$ cat config.mk
export PLATFORM = sky130hd
export DESIGN_NAME = uabs_bit_encoder_unit
export DESIGN_NICKNAME = d
export VERILOG_FILES = /design/src/uabs_pkg.sv /design/src/uabs_bit_encoder_unit.sv /design/src/uabs_dpath.sv /design/src/uabs_ctrl.sv
export SDC_FILE = /design/constraint.sdc
export NUM_CORES = 1
export LEC_CHECK = 0
export ABC_AREA = 1
export BUFFER_PORTS_ARGS = -buffer_cell sky130_fd_sc_hd__buf_2
export CORE_MARGIN = 2
export CORE_UTILIZATION = 44
export DETAILED_ROUTE_END_ITERATION = 7
export GPL_TIMING_DRIVEN = 0
export HOLD_SLACK_MARGIN = 0.06
export MAX_ROUTING_LAYER = met4
export PLACE_DENSITY_LB_ADDON = 0.2
export SETUP_SLACK_MARGIN = 0.05
export SKIP_CTS_REPAIR_TIMING = 1
export SYNTH_ARGS = -nofsm -noshare
export SYNTH_HDL_FRONTEND = slang
export SYNTH_HIERARCHICAL = 1
export SYNTH_SLANG_ARGS = --single-unit
$ cat constraint.sdc
create_clock -name aclk -period 3.59 [get_ports aclk]
set_clock_uncertainty 0.2 [all_clocks]
set_input_delay 0 -clock aclk [delete_from_list [all_inputs] [get_ports aclk]]
set_output_delay 0 -clock aclk [all_outputs]
set_load 0.01 [all_outputs]
$ cat src/uabs_pkg.sv
package uabs_pkg;

    // Probability scale and clamp limits
    localparam logic [16:0] PROB_ONE   = 17'h10000;
    localparam logic [15:0] PROB_MIN   = 16'h0001;
    localparam logic [15:0] PROB_MAX   = 16'hFFFE;
    localparam logic [31:0] STATE_INIT = 32'h0001_0000;

    // Division: 32-bit state shifted up by 16 over a 16-bit divisor
    localparam int STATE_W   = 32;
    localparam int PROB_W    = 16;
    localparam int DIVD_W    = STATE_W + PROB_W;
    localparam int DIV_STEPS = DIVD_W;
    localparam int CNT_W     = $clog2(DIV_STEPS);

    // Result kinds
    localparam logic KIND_WORD  = 1'b0;
    localparam logic KIND_STATE = 1'b1;

    // Commands from the controller to the datapath
    typedef struct packed {
        logic load;        // capture input item, set up the divider
        logic step;        // one restoring division step
        logic finish;      // form t from the quotient
        logic load_word;   // place the renormalization word in the output register
        logic load_state;  // place the final coder state in the output register
        logic commit;      // write the new coder state
    } cmd_t;

    // Status from the datapath to the controller
    typedef struct packed {
        logic renorm;      // t reached 2^32
        logic last;        // item closes a run
        logic out_free;    // output register can take a result this cycle
    } status_t;

endpackage

$ cat src/uabs_bit_encoder_unit.sv
// uABS binary encoder. Each input transaction carries one symbol and its 16-bit
// probability of a one (clamped to 1..65534); the block divides its 32-bit coder
// state, shifted up by 16 (with p added for a one), by p or 65536 - p, and takes
// the quotient (less one for a one) as the new state; when it reaches 2^32, it
// emits the low 16 bits as a renormalization word (tuser 0) and keeps the upper
// 32 bits. On the symbol marked tlast it also emits the final 32-bit state
// (tuser 1), after which the state restarts at 65536. m_axis_tlast marks the
// last result of an input transaction. An accepted symbol is divided by a radix-2
// restoring divider, one quotient bit per cycle over 48 bits, and tready stays low
// until the symbol is through and its results are loaded, which waits while the
// output register stays full. A result waiting in the output register does not
// stop the next symbol from being accepted and divided.
module uabs_bit_encoder_unit (
    input  logic        aclk,
    input  logic        aresetn,
    // Input channel
    input  logic        s_axis_tvalid,
    output logic        s_axis_tready,
    input  logic [23:0] s_axis_tdata,   // [0] bit_req, [16:1] probability, [23:17] zero
    input  logic        s_axis_tlast,   // last
    // Result channel
    output logic        m_axis_tvalid,
    input  logic        m_axis_tready,
    output logic [31:0] m_axis_tdata,   // [31:0] value
    output logic        m_axis_tuser,   // [0] kind
    output logic        m_axis_tlast    // end_of_run
);

    uabs_pkg::cmd_t    cmd;
    uabs_pkg::status_t status;

    uabs_ctrl u_ctrl (
        .aclk     (aclk),
        .aresetn  (aresetn),
        .in_valid (s_axis_tvalid),
        .in_ready (s_axis_tready),
        .status   (status),
        .cmd      (cmd)
    );

    uabs_dpath u_dpath (
        .aclk      (aclk),
        .aresetn   (aresetn),
        .cmd       (cmd),
        .status    (status),
        .in_bit    (s_axis_tdata[0]),
        .in_prob   (s_axis_tdata[16:1]),
        .in_last   (s_axis_tlast),
        .out_valid (m_axis_tvalid),
        .out_ready (m_axis_tready),
        .out_kind  (m_axis_tuser),
        .out_value (m_axis_tdata),
        .out_eor   (m_axis_tlast)
    );

endmodule

$ cat src/uabs_dpath.sv
module uabs_dpath (
    input  logic                          aclk,
    input  logic                          aresetn,
    input  uabs_pkg::cmd_t                cmd,
    output uabs_pkg::status_t             status,
    input  logic                          in_bit,
    input  logic [uabs_pkg::PROB_W-1:0]   in_prob,
    input  logic                          in_last,
    output logic                          out_valid,
    input  logic                          out_ready,
    output logic                          out_kind,
    output logic [uabs_pkg::STATE_W-1:0]  out_value,
    output logic                          out_eor
);

    logic [uabs_pkg::STATE_W-1:0] state_reg;
    logic [uabs_pkg::DIVD_W-1:0]  quo_reg;
    logic [uabs_pkg::PROB_W-1:0]  rem_reg;
    logic [uabs_pkg::PROB_W-1:0]  divisor_reg;
    logic [uabs_pkg::DIVD_W-1:0]  t_reg;
    logic                         sym_reg;
    logic                         last_reg;
    logic                         out_valid_reg;
    logic                         out_kind_reg;
    logic [uabs_pkg::STATE_W-1:0] out_value_reg;
    logic                         out_eor_reg;

    logic [uabs_pkg::PROB_W-1:0]  p_clamped;
    logic [uabs_pkg::PROB_W-1:0]  divisor_next;
    logic [uabs_pkg::PROB_W:0]    rem_shift;
    logic [uabs_pkg::PROB_W:0]    rem_diff;
    logic                         q_bit;
    logic                         renorm;
    logic [uabs_pkg::STATE_W-1:0] new_state;

    // Clamp the probability so the divisor is never zero
    always_comb begin
        if (in_prob < uabs_pkg::PROB_MIN) begin
            p_clamped = uabs_pkg::PROB_MIN;
        end else if (in_prob > uabs_pkg::PROB_MAX) begin
            p_clamped = uabs_pkg::PROB_MAX;
        end else begin
            p_clamped = in_prob;
        end
    end

    // Divisor is p for a one, 65536 - p for a zero
    always_comb begin
        logic [uabs_pkg::PROB_W:0] comp;
        comp = uabs_pkg::PROB_ONE - {1'b0, p_clamped};
        divisor_next = in_bit ? p_clamped : comp[uabs_pkg::PROB_W-1:0];
    end

    // Restoring division step: shift in the next dividend bit, trial subtract
    assign rem_shift = {rem_reg, quo_reg[uabs_pkg::DIVD_W-1]};
    assign rem_diff  = rem_shift - {1'b0, divisor_reg};
    assign q_bit     = (rem_shift >= {1'b0, divisor_reg});

    // Renormalize when t has any bit set at position 32 or above
    assign renorm    = |t_reg[uabs_pkg::DIVD_W-1:uabs_pkg::STATE_W];
    assign new_state = renorm ? t_reg[uabs_pkg::DIVD_W-1:uabs_pkg::PROB_W]
                              : t_reg[uabs_pkg::STATE_W-1:0];

    // Divider, t and item registers
    always_ff @(posedge aclk) begin
        if (cmd.load) begin
            sym_reg     <= in_bit;
            last_reg    <= in_last;
            divisor_reg <= divisor_next;
            rem_reg     <= '0;
            quo_reg     <= {state_reg, (in_bit ? p_clamped : {uabs_pkg::PROB_W{1'b0}})};
        end else if (cmd.step) begin
            rem_reg <= q_bit ? rem_diff[uabs_pkg::PROB_W-1:0] : rem_shift[uabs_pkg::PROB_W-1:0];
            quo_reg <= {quo_reg[uabs_pkg::DIVD_W-2:0], q_bit};
        end
        if (cmd.finish) begin
            t_reg <= quo_reg - {{(uabs_pkg::DIVD_W-1){1'b0}}, sym_reg};
        end
    end

    // Coder state: reset to the initial state, restart after a final flush
    always_ff @(posedge aclk) begin
        if (!aresetn) begin
            state_reg <= uabs_pkg::STATE_INIT;
        end else if (cmd.commit) begin
            state_reg <= last_reg ? uabs_pkg::STATE_INIT : new_state;
        end
    end

    // Output register: hold a result until its transaction completes
    always_ff @(posedge aclk) begin
        if (!aresetn) begin
            out_valid_reg <= 1'b0;
        end else if (cmd.load_word || cmd.load_state) begin
            out_valid_reg <= 1'b1;
        end else if (out_ready) begin
            out_valid_reg <= 1'b0;
        end
    end

    always_ff @(posedge aclk) begin
        if (cmd.load_word) begin
            out_kind_reg  <= uabs_pkg::KIND_WORD;
            out_value_reg <= {{(uabs_pkg::STATE_W-uabs_pkg::PROB_W){1'b0}},
                              t_reg[uabs_pkg::PROB_W-1:0]};
            out_eor_reg   <= !last_reg;
        end else if (cmd.load_state) begin
            out_kind_reg  <= uabs_pkg::KIND_STATE;
            out_value_reg <= new_state;
            out_eor_reg   <= 1'b1;
        end
    end

    assign status.renorm   = renorm;
    assign status.last     = last_reg;
    assign status.out_free = !out_valid_reg || out_ready;

    assign out_valid = out_valid_reg;
    assign out_kind  = out_kind_reg;
    assign out_value = out_value_reg;
    assign out_eor   = out_eor_reg;

endmodule

$ cat src/uabs_ctrl.sv
module uabs_ctrl (
    input  logic              aclk,
    input  logic              aresetn,
    input  logic              in_valid,
    output logic              in_ready,
    input  uabs_pkg::status_t status,
    output uabs_pkg::cmd_t    cmd
);

    typedef enum logic [2:0] {
        IDLE,
        DIVIDE,
        FINISH,
        CHECK,
        SEND_WORD,
        SEND_STATE
    } state_t;

    state_t                     state_reg, state_next;
    logic [uabs_pkg::CNT_W-1:0] cnt_reg, cnt_next;
    logic                       ready_reg, ready_next;

    // Next state and commands
    always_comb begin
        state_next = state_reg;
        cnt_next   = cnt_reg;
        cmd        = '0;
        unique case (state_reg)
            IDLE: begin
                if (in_valid && ready_reg) begin
                    cmd.load   = 1'b1;
                    cnt_next   = '0;
                    state_next = DIVIDE;
                end
            end
            DIVIDE: begin
                cmd.step = 1'b1;
                cnt_next = cnt_reg + uabs_pkg::CNT_W'(1);
                if (cnt_reg == uabs_pkg::CNT_W'(uabs_pkg::DIV_STEPS - 1)) begin
                    state_next = FINISH;
                end
            end
            FINISH: begin
                cmd.finish = 1'b1;
                state_next = CHECK;
            end
            CHECK: begin
                if (status.renorm) begin
                    state_next = SEND_WORD;
                end else if (status.last) begin
                    state_next = SEND_STATE;
                end else begin
                    cmd.commit = 1'b1;
                    state_next = IDLE;
                end
            end
            SEND_WORD: begin
                if (status.out_free) begin
                    cmd.load_word = 1'b1;
                    if (status.last) begin
                        state_next = SEND_STATE;
                    end else begin
                        cmd.commit = 1'b1;
                        state_next = IDLE;
                    end
                end
            end
            SEND_STATE: begin
                if (status.out_free) begin
                    cmd.load_state = 1'b1;
                    cmd.commit     = 1'b1;
                    state_next     = IDLE;
                end
            end
            default: begin
                state_next = IDLE;
            end
        endcase
        ready_next = (state_next == IDLE);
    end

    // State, step counter and registered ready
    always_ff @(posedge aclk) begin
        if (!aresetn) begin
            state_reg <= IDLE;
            cnt_reg   <= '0;
            ready_reg <= 1'b0;
        end else begin
            state_reg <= state_next;
            cnt_reg   <= cnt_next;
            ready_reg <= ready_next;
        end
    end

    assign in_ready = ready_reg;

endmodule

Yosys cells after proc, flatten, opt, wreduce, memory -nomap -nowiden --
Cells that the tools add are included. W data, S select, Z words.
Cells by class: $mul 0, equal/unequal tests 7, div/mod/pow operators 0, bitwise operators 0, shifts and indexed selects 0, magnitude comparators 3, muxes and demuxes 36, add/subtract/negate cells 4, reduce and logical (&&, ||, !) cells 13
Operators by type and width (number):
- $mux W16 | 7
- $mux W48 | 2
- $mux W32 | 2
- $sub A48 B1 Y48 | 1
- $mux W3 | 6
- $pmux W3 S6 | 1
- $ge A17 B16 Y1 | 1
- $gt A16 B16 Y1 const B | 1
- $lt A16 B1 Y1 const B | 1
- $reduce_or A16 Y1 | 1
- $sub A1 B16 Y16 const A | 1
- $sub A16 B16 Y16 | 1
- $mux W1 | 14
- $pmux W6 S2 | 1
- $reduce_bool A2 Y1 | 4
- $add A6 B1 Y6 const B | 1
- $eq A3 B2 Y1 const B | 2
- $eq A3 B3 Y1 const B | 2
- $eq A6 B6 Y1 const B | 1
- $logic_not A3 Y1 | 2
- $mux W6 | 1
- $eq A3 B1 Y1 const B | 1
- $pmux W1 S3 | 1
- $logic_not A1 Y1 | 2
- 5 further kinds | 6
Storage, ports and cells: bits in writable memories 0, latch bits 0, memories kept 0, bits in read-only memories 0, bits of input ports 29, register bits after elaboration 207

Longest topological paths before layout --
Gate-level depths: netlist of the first run.
depth after elaboration 6, depth in mapped cells 17, gate-level depth less buffers 14

Modules after synthesis --
The synthesis of the first run kept the hierarchy.
Modules (own cells, without submodules):
- uabs_dpath | cells each 1299, instances 1, seq. area each 5255.0 um2, area each 10601.4 um2
- uabs_ctrl | cells each 90, instances 1, seq. area each 200.2 um2, area each 576.8 um2

Worst setup path before layout of the first run --
OpenSTA, ideal clock, no wires.
kind register to register, start register u_ctrl.state_reg[0], end register u_dpath/quo_reg[0] (netlist name) (enable), buffers on the path 2, path slack 0.496 ns, cell stages (with the launch flop) 8, arrival 2.491 ns, library setup time 0.402 ns, data required time 2.988 ns, cell sequence dfxtp_1 > nor2_1 > nand3_1 > inv_2 > clkbuf_1 > nor2_1 > clkbuf_1 > inv_1
RTL lines:
- start, declared | line uabs_ctrl.sv:19 | state_t state_reg, state_next;
- start signal, assigned | line uabs_ctrl.sv:89 | state_reg <= state_next;
- end signal, assigned | line uabs_dpath.sv:71 | quo_reg <= {state_reg, (in_bit ? p_clamped : {uabs_pkg::PROB_W{1'b0}})};
- end signal, assigned | line uabs_dpath.sv:74 | quo_reg <= {quo_reg[uabs_pkg::DIVD_W-2:0], q_bit};
- end, declared | line uabs_dpath.sv:17 | logic [uabs_pkg::DIVD_W-1:0] quo_reg;

==> reports/metrics.yaml, run 1 <==
hp-class: "in2reg"
synth_cells: 1389
power_density_nw_per_um2: 460
cts_buffers: 23
rsz0062_at_grt: "false"
drc: 0
synthFlopType: "edfxtp_1"
hold_path_depth: 2
fin_ws_ns: 0.290
intPower_mw: 4.39
path_max_fanout: 10
antenna_found_initial: 0
pin_count: 65
place_ws_ns: -0.0216
swShare_pct: 26.6
reg2reg_from: "u_dpath/t_reg[46]$_DFFE_PP_"
min-delay-start: "s_axis_tdata[0]"
yosysTopAreaCellShare_pct: 35.2
cp.arrival_ns: 3.55
routed_via_density: 5.04
die_x_um: 163
insertion_delay_ns: 0.52
clkPwrFrac_pct: 39.6
synth_area_sq_um: 11200
gp_congestion: 0.919
min_period_ns: 3.30
die_y_um: 163
detail-route-antenna-nets: 0
yosysWarnings: 6
finish.instance_area_sq_um: 13000
clk_pin_slew_ns: 0.06
grt_first_pass_wirelength_um: 46700
yosysTopAreaCell: "edfxtp_1"
hpwl_um: 23500
grt-ovfl-total: 0
crit_required_ns: 3.84
cts_tree: "yes"
worst_pin_slew_ns: 0.807
grtUsageTotal_pct: 23.5
synth.most_common_cell: "nand2_1"
grt_pass1_vias: 8339
synth_edf_count: 131
ys_seq_elements: 207
cts-htree-levels: 1
yosysSeqAreaShare_pct: 48.8
first_pass_iters: 5
status: "complete, no violations"
layout.nets: 1553
start_util_pct: 44.6
utilization_pct: 51.9
io_buffer_count: 57
ys_types: 45
cts_buffer_depth: 3
r2r_cells: 16
p_total_mw: 5.98
power_frac_comb_pct: 13.7
synth.avg_cell_area_sq_um: 8.05
clockRootBuffer: "clkbuf_16"
drive_gt1_share_pct: 12.0
setup_violations: 0
drt_wl_total_um: 30200
design.core.area_sq_um: 25000
areaGrowthSynthToFinish_pct: 16.3
async_reset_ff_share_pct: 0
relSlewSlack_pct: 46.1
synth_nets: 1439
seqPwrFrac_pct: 46.8
diodes: 0
die_area_sq_um: 26700
hold_violations: 0
synthTopCellsByCount: "373 x nand2_1, 193 x inv_1, 144 x nor2_1"
fmax_ghz: 0.303
n_fill_cell: 2402
report.final.slew_viol_count: 0
leakage_nw: 5.52
start_kind: "flip-flop"
row_count: 58
wire_per_inst_um: 16.3
ir_drop_mv: 0.273
placed_area_sq_um: 11900
cts_sinks: 207
crit_path_end_kind: "flip-flop"
p_sw_mw: 1.59
num_vias: 9321
ys_top_cells_by_area: "edfxtp_1 35%, dfxtp_1 14%, nand2_1 13%"
finalSetupTns_ns: 0
cap_violations: 0
layout_worst_path_cycle_share_pct: 91.9
critical_path_class: "reg2reg"
critPathLaunch: "u_dpath/t_reg[46]$_DFFE_PP_"
grt_max_degree: 46
drtIter0Drc: 720
==> stage by stage <==
step           hold slack (ns)  instances
2_1_floorplan           -0.131       1389
3_5_place_dp           -0.0206       1778
5_1_grt                 0.0924       1850
3_3_place_gp           -0.0187       1776
4_1_cts                 -0.555       1820
6_report                0.0749       1850
==> cell families (layout without fill, tap and decap cells) <==
logic type | Yosys count | in the layout | share of synthesized area [%]
xor gates and xnor gates | 57 | 57 | 4.47
AOI/OAI and AO/OA | 174 | 174 | 8.28
adders and majority gates | 21 | 21 | 2.42
buffers and inverters | 246 | 377 | 8.82
and+or+nand+nor | 684 | 684 | 27.2
DFF | 207 | 207 | 48.8
==> layer usage <==
layer | track usage [%] | routed length [um]
met5 | - | 0
met4 | 4.26 | 340
met3 | 3.66 | 2500
met2 | 33.9 | 12800
met1 | 35.1 | 14600
==> critical path, stage by stage (launching register included) <==
cell and delay, ns:
edfxtp_1 0.44, inv_2 0.10, nand4_1 0.09, nor2_1 0.17
nand2_1 0.11, buf_4 0.19, buf_4 0.18, buf_4 0.14
or2_1 0.22, o31ai_1 0.24, buf_4 0.17, inv_2 0.08
nor2_4 0.19, inv_1 0.13, buf_2 0.21, or2_1 0.25
a21oi_1 0.12
==> layout by cell type, fill, tap and decap left out, types with 14 or more instances in the layout <==
cell type      Yosys  layout
inv_2             12      14
dlygate4sd3_1      0      28
a21oi_1           52      52
o21ai_0           66      66
o22ai_1           16      16
o21ai_1           32      32
clkbuf_1          26      25
inv_1            193     191
clkbuf_16          0      24
edfxtp_1         131     131
nand2_1          373     373
nand4_1           22      22
nor2_1           144     144
buf_2              2      58
ha_1              20      20
dfxtp_1           76      76
xor2_1            50      50
nand2_2           16      16
nand3_1           69      69
==> layout make-up <==
type / count / area (sq um) / area share, %
flip-flops and latches: 207 / 5460 / 42.0
multi-input cells: 936 / 4740 / 36.4
inverters: 206 / 776 / 5.97
clock buffers: 31 / 688 / 5.29
repair buffers: 90 / 628 / 4.83
well taps: 330 / 413 / 3.18
plain buffers: 39 / 209 / 1.61
clock inverters: 11 / 91.3 / 0.703
==> path summary, 6_finish.rpt <==
check / end / slack, ns
min: u_dpath/sym_reg$_DFFE_PP_ / 0.07
max reg2reg: u_dpath/state_reg[15]$_SDFFE_PN0P_ / 0.29
min reg2reg: u_dpath/out_value[17]$_SDFFE_PP0P_ / 0.25
max: u_dpath/state_reg[15]$_SDFFE_PN0P_ / 0.29
==> power groups by stage <==
stage / sequential, mW / clock (mW) / combinational [mW]
after floorplan: 2.82 / 0 / 0.563
after global placement: 2.85 / 0 / 0.772
after detailed placement: 2.84 / 0 / 0.787
after CTS: 2.80 / 2.42 / 0.790
after global routing: 2.81 / 2.52 / 0.925
final: 2.80 / 2.37 / 0.818
No activity file was read; power rests on OpenSTA's default activity.
==> inputs of run 2 (changes only) <==
--- a/config.mk
+++ b/config.mk
@@ -5,7 +5,6 @@
 export SDC_FILE = /design/constraint.sdc
 export NUM_CORES = 1
 export LEC_CHECK = 0
-export ABC_AREA = 1
 export BUFFER_PORTS_ARGS = -buffer_cell sky130_fd_sc_hd__buf_2
 export CORE_MARGIN = 2
 export CORE_UTILIZATION = 44
==> run 2 against run 1 <==
Compared with the run above: utilization rose by 0.58 points; sequential share of layout area rose by 2.4 points; global-route usage fell by 2.7 points; cell area fell by 5.5%; die area fell by 6.4%; synthesized area fell by 6.6%; hold slack got worse by 0.043 ns; wire length fell by 16%; critical endpoint is now u_dpath/t_reg[47]$_DFFE_PP_; largest power group unchanged.
==> reports/metrics.yaml, run 2 <==
synth_mux_area_share_pct: 5.57
synth_nets: 1036
gp_congestion: 0.857
hp-class: "in2reg"
layout_worst_path_cycle_share_pct: 95.9
status: "complete, no violations"
cts_buffer_depth: 3
min_to: "u_dpath/quo_reg[0]$_DFFE_PP_"
swShare_pct: 27.4
ir_drop_mv: 0.366
rsz0062_at_grt: "false"
intPower_mw: 4.51
n_fill_cell: 2133
synth_fa_ha_area_share_pct: 2.59
path_max_fanout: 10
final_common_cell: "edfxtp_1"
p_total_mw: 6.21
min-delay-start: "s_axis_tdata[4]"
hpwl_um: 18400
ys_seq_elements: 207
relSlewSlack_pct: 39.7
critical_path_class: "reg2reg"
synth.avg_cell_area_sq_um: 10.6
seqPwrFrac_pct: 46.0
crit_path_end_kind: "flip-flop"
synth_compound_area_share_pct: 12.3
grt_first_pass_wirelength_um: 39100
hold_path_depth: 6
rrSetupSlack_ns: 0.15
ys_top_cells_by_area: "edfxtp_1 38%, dfxtp_1 15%, mux2_2 5.3%"
grtUsageTotal_pct: 20.8
drc: 0
p_sw_mw: 1.70
synth-simple-area-share_pct: 17.3
reg2reg_from: "u_dpath/quo_reg[15]$_DFFE_PP_"
die_x_um: 158
r2r-end: "u_dpath/t_reg[47]$_DFFE_PP_"
pin_count: 65
synth_area_sq_um: 10400
cp.arrival_ns: 3.51
first_pass_iters: 5
min_period_ns: 3.44
hold_violations: 0
setup_violations: 0
diodes: 0
yosysTopAreaCell: "edfxtp_1"
drt_wl_total_um: 25500
drive_gt1_share_pct: 16.7
ys_types: 70
fin_cells: 1442
start_kind: "flip-flop"
wire_per_inst_um: 17.7
antenna_found_initial: 0
clk_pin_slew_ns: 0.06
synth_cells: 986
synth_top_family_by_area: "simple AND/OR/NAND/NOR gates"
fmax_ghz: 0.291
cap_violations: 0
clkPwrFrac_pct: 37.2
row_count: 56
start_util_pct: 44.6
grt-ovfl-total: 0
io_buffer_count: 55
num_vias: 7778
detail-route-antenna-nets: 0
routed_via_density: 5.39
leakage_nw: 4.54
report.final.slew_viol_count: 0
final_cell_mix: "131 x edfxtp_1, 76 x dfxtp_1, 73 x nand2_1"
power_frac_comb_pct: 16.8
grt_max_degree: 30
crit_required_ns: 3.65
yosysWarnings: 6
grt_pass1_vias: 7080
synthTopCellsByCount: "131 x edfxtp_1, 76 x dfxtp_1, 73 x nand2_1"
cts-htree-levels: 1
synth.most_common_cell: "edfxtp_1"
synthFlopType: "edfxtp_1"
insertion_delay_ns: 0.52
cts_buffers: 24
synth_edf_count: 131
async_reset_ff_share_pct: 0
r2r_cells: 7
design.core.area_sq_um: 23400
die_y_um: 158
areaGrowthSynthToFinish_pct: 17.7
clockRootBuffer: "clkbuf_16"
layout.nets: 1155
yosysTopAreaCellShare_pct: 37.7
yosysSeqAreaShare_pct: 52.3
cts_tree: "yes"
worst_pin_slew_ns: 0.903
synth_xor_xnor_area_share_pct: 5.54
power_density_nw_per_um2: 505
die_area_sq_um: 25000
cts_sinks: 207
dp.cells: 1363
drtIter0Drc: 500
run 2: cell types whose count changed after synthesis, moves of 25 or more:
cell     delta
nand3_1    -36
inv_1     -135
nor2_1     -76
o21ai_0    -25
o21ai_1    -32
mux2_2     +49
nor2b_1    +26
nand2_1   -300
run 2: layer usage:
layer  wire length, um  track usage, %
met1             11700            28.3
met2             11800            33.0
met4               796            5.49
met5                 0               -
met3              1170            2.66
run 2: worst max-delay path: stages, from the launching register on:
cell,delay [ns]
edfxtp_1,0.50
or4_4,0.55
or4_4,0.45
or4_4,0.52
or4_4,0.46
buf_6,0.18
nor4_4,0.23
xnor2_1,0.10
run 2: layout make-up:
cell class | instances | area [sq um] | area share [%]
clock buffers | 33 | 666 | 5.42
plain buffers | 55 | 236 | 1.93
multi-input cells | 663 | 4540 | 37.0
repair buffers | 94 | 677 | 5.51
well taps | 319 | 399 | 3.25
inverters | 60 | 228 | 1.85
clock inverters | 11 | 83.8 | 0.682
flip-flops and latches | 207 | 5460 | 44.4
run 2: through the flow:
| step | utilization [%] | setup TNS (ns) | worst slack, ns | hold slack, ns | area [sq um] |
|---|---|---|---|---|---|
| floorplan | - | 0 | 0.130 | -0.101 | 10400 |
| global placement | 47.5 | -81.16 | -1.38 | -0.0193 | 11100 |
| detailed placement | 47.7 | -15.06 | -0.531 | -0.0200 | 11200 |
| CTS | 50.9 | -15.85 | -0.559 | -0.563 | 11900 |
| global route | 52.5 | 0 | 0.0515 | 0.105 | 12300 |
| finish | 52.5 | 0 | 0.148 | 0.0323 | 12300 |
run 2: cells by family after synthesis:
family                     count (synthesis)
and+or+nand+nor                          327
DFF                                      207
AOI/OAI and AO/OA                        197
buffers and inverters                    116
xor gates and xnor gates                  66
muxes                                     52
adders and majority gates                 21
run 2: worst max-delay path by stage:
stage	from	to	slack (ns)	cells after the start
final	u_dpath/quo_reg[15]$_DFFE_PP_	u_dpath/t_reg[47]$_DFFE_PP_	0.15	7
after global routing	u_dpath/quo_reg[26]$_DFFE_PP_	u_dpath/t_reg[45]$_DFFE_PP_	0.05	8
after CTS	u_dpath/t_reg[43]$_DFFE_PP_	u_dpath/state_reg[7]$_SDFFE_PN0P_	-0.56	13
after detailed placement	u_dpath/t_reg[43]$_DFFE_PP_	u_dpath/state_reg[7]$_SDFFE_PN0P_	-0.53	13
after global placement	u_ctrl/state_reg[2]$_SDFF_PN0_	u_dpath/quo_reg[34]$_DFFE_PP_	-1.38	5
after floorplan	u_ctrl/state_reg[2]$_SDFF_PN0_	u_dpath/quo_reg[0]$_DFFE_PP_	0.13	5
run 2: power groups by stage:
stage,Combinational (mW),Clock [mW],Sequential [mW]
floorplan,0.751,0,2.86
global route,1.17,2.45,2.87
CTS,1.00,2.36,2.85
global placement,0.974,0,2.90
finish,1.04,2.31,2.85
detailed placement,0.999,0,2.90
==> inputs of run 3 (changes only) <==
--- a/config.mk
+++ b/config.mk
@@ -12,7 +12,7 @@
 export GPL_TIMING_DRIVEN = 0
 export HOLD_SLACK_MARGIN = 0.06
 export MAX_ROUTING_LAYER = met4
-export PLACE_DENSITY_LB_ADDON = 0.2
+export PLACE_DENSITY = 0.64
 export SETUP_SLACK_MARGIN = 0.05
 export SKIP_CTS_REPAIR_TIMING = 1
 export SYNTH_ARGS = -nofsm -noshare
==> run 3 against run 2 <==
Compared with the run above: final cell count is 0.55% lower; highest routed layer unchanged; cell area fell by 0.43%; critical path type is now in2reg; critical path depth increased by 4; hold slack gained 0.077 ns; die area did not move; setup slack lost 0.019 ns; largest power group unchanged; global-route usage hardly changed; via count barely moved; combinational power barely moved; power is 0.44% lower; first-iteration DRC count grew 23%.
==> reports/metrics.yaml, run 3 (same netlist as run 2, synthesis figures left out) <==
hpwl_um: 18200
dp.cells: 1363
power_density_nw_per_um2: 505
report.final.slew_viol_count: 0
start_util_pct: 44.6
cap_violations: 0
gp_congestion: 0.856
num_vias: 7781
clockRootBuffer: "clkbuf_16"
row_count: 56
drc: 0
antenna_found_initial: 0
cts-htree-levels: 1
hold_violations: 0
path_max_fanout: 5
cts_buffer_depth: 3
relSlewSlack_pct: 19.4
io_buffer_count: 55
critical_path_class: "in2reg"
placed_area_sq_um: 11200
worst_pin_slew_ns: 1.19
layout_worst_path_cycle_share_pct: 96.4
cts_sinks: 207
grtUsageTotal_pct: 20.7
finalSetupTns_ns: 0
final_common_cell: "edfxtp_1"
layout.nets: 1148
crit_path_end_kind: "flip-flop"
first_pass_iters: 5
grt_pass1_vias: 7352
cts_buffers: 23
detail-route-antenna-nets: 0
rsz0062_at_grt: "false"
drt_wl_total_um: 25100
areaGrowthSynthToFinish_pct: 17.2
ir_drop_mv: 0.275
hold_ws_ns: 0.109
die_y_um: 158
die_area_sq_um: 25000
start_kind: "primary input"
grt_max_degree: 28
setup_violations: 0
cp.arrival_ns: 3.49
insertion_delay_ns: 0.51
pin_count: 65
final_cell_mix: "131 x edfxtp_1, 76 x dfxtp_1, 73 x nand2_1"
clk_pin_slew_ns: 0.06
leakage_nw: 4.51
grt-ovfl-total: 0
drtIter0Drc: 614
diodes: 0
die_x_um: 158
status: "complete, no violations"
min_period_ns: 3.46
routed_via_density: 5.43
fin_cells: 1434
finish.instance_area_sq_um: 12200
grt_first_pass_wirelength_um: 39500
drive_gt1_share_pct: 17.0
cts_tree: "yes"
hp-class: "in2reg"
wire_per_inst_um: 17.5
crit_required_ns: 3.62
rrSetupSlack_ns: 0.17
design.core.area_sq_um: 23400
fmax_ghz: 0.289
[run 3: cell count changes in the layout (fill, tap and decap cells not counted), moves of 2 or more]
cell,previous run,this run
clkbuf_8,1,5
dlygate4sd3_1,32,28
clkbuf_1,51,49
clkbuf_16,25,23
clkinv_1,2,0
[run 3: layout make-up]
| type | count | area, sq um |
|---|---|---|
| clock buffers | 33 | 663 |
| multi-input cells | 663 | 4550 |
| repair buffers | 89 | 629 |
| plain buffers | 54 | 231 |
| well taps | 319 | 399 |
| clock inverters | 9 | 78.8 |
| flip-flops and latches | 207 | 5460 |
| inverters | 60 | 229 |
| fillers | 2153 | 11200 |
[run 3: critical path, cell delays in order]
cell and delay [ns]:
dlygate4sd3_1 0.54, buf_2 0.17, nor3_1 0.38, nand2_1 0.16, o41ai_1 1.07, inv_1 0.21, ha_1 0.30, a31oi_1 0.28
nor2_1 0.15, o21ai_0 0.13, xor2_1 0.10
[run 3: power breakdown]
group / switching (mW) / leakage [nW] / total (mW) / internal, mW
logic: 0.623 / 2.32 / 1.04 / 0.416
registers: 0.130 / 1.83 / 2.85 / 2.72
clock network: 0.932 / 0.364 / 2.29 / 1.36
total: 1.69 / 4.51 / 6.18 / 4.49
[run 3: worst paths after layout]
kind	to	cells after the start	from
worst max register to register	u_dpath/t_reg[47]$_DFFE_PP_	7	u_dpath/quo_reg[15]$_DFFE_PP_
worst min register to register	u_dpath/out_kind$_SDFFE_PP0P_	2	u_dpath/out_kind$_SDFFE_PP0P_
worst max-delay path	u_dpath/divisor_reg[12]$_DFFE_PP_	11	s_axis_tdata[4]
worst min-delay path	u_dpath/sym_reg$_DFFE_PP_	2	s_axis_tdata[0]
[run 3: metal layers]
metal  GRT usage (%)  share of wire, %  vias to the layer above
met1            28.1                47                     3771
met4            5.75               2.6                        0
met5               -                 0                        -
met3            2.82               4.1                       49
met2            32.9                46                      167
li1                -                 -                     3794
[run 3: metrics by stage]
stage / power [mW] / setup slack, ns / util (%)
2_1_floorplan: 3.61 / 0.130 / -
3_3_place_gp: 3.86 / -1.20 / 47.5
3_5_place_dp: 3.89 / -0.532 / 47.7
4_1_cts: 6.18 / -0.600 / 50.9
5_1_grt: 6.47 / 0.0561 / 52.3
6_report: 6.18 / 0.129 / 52.3
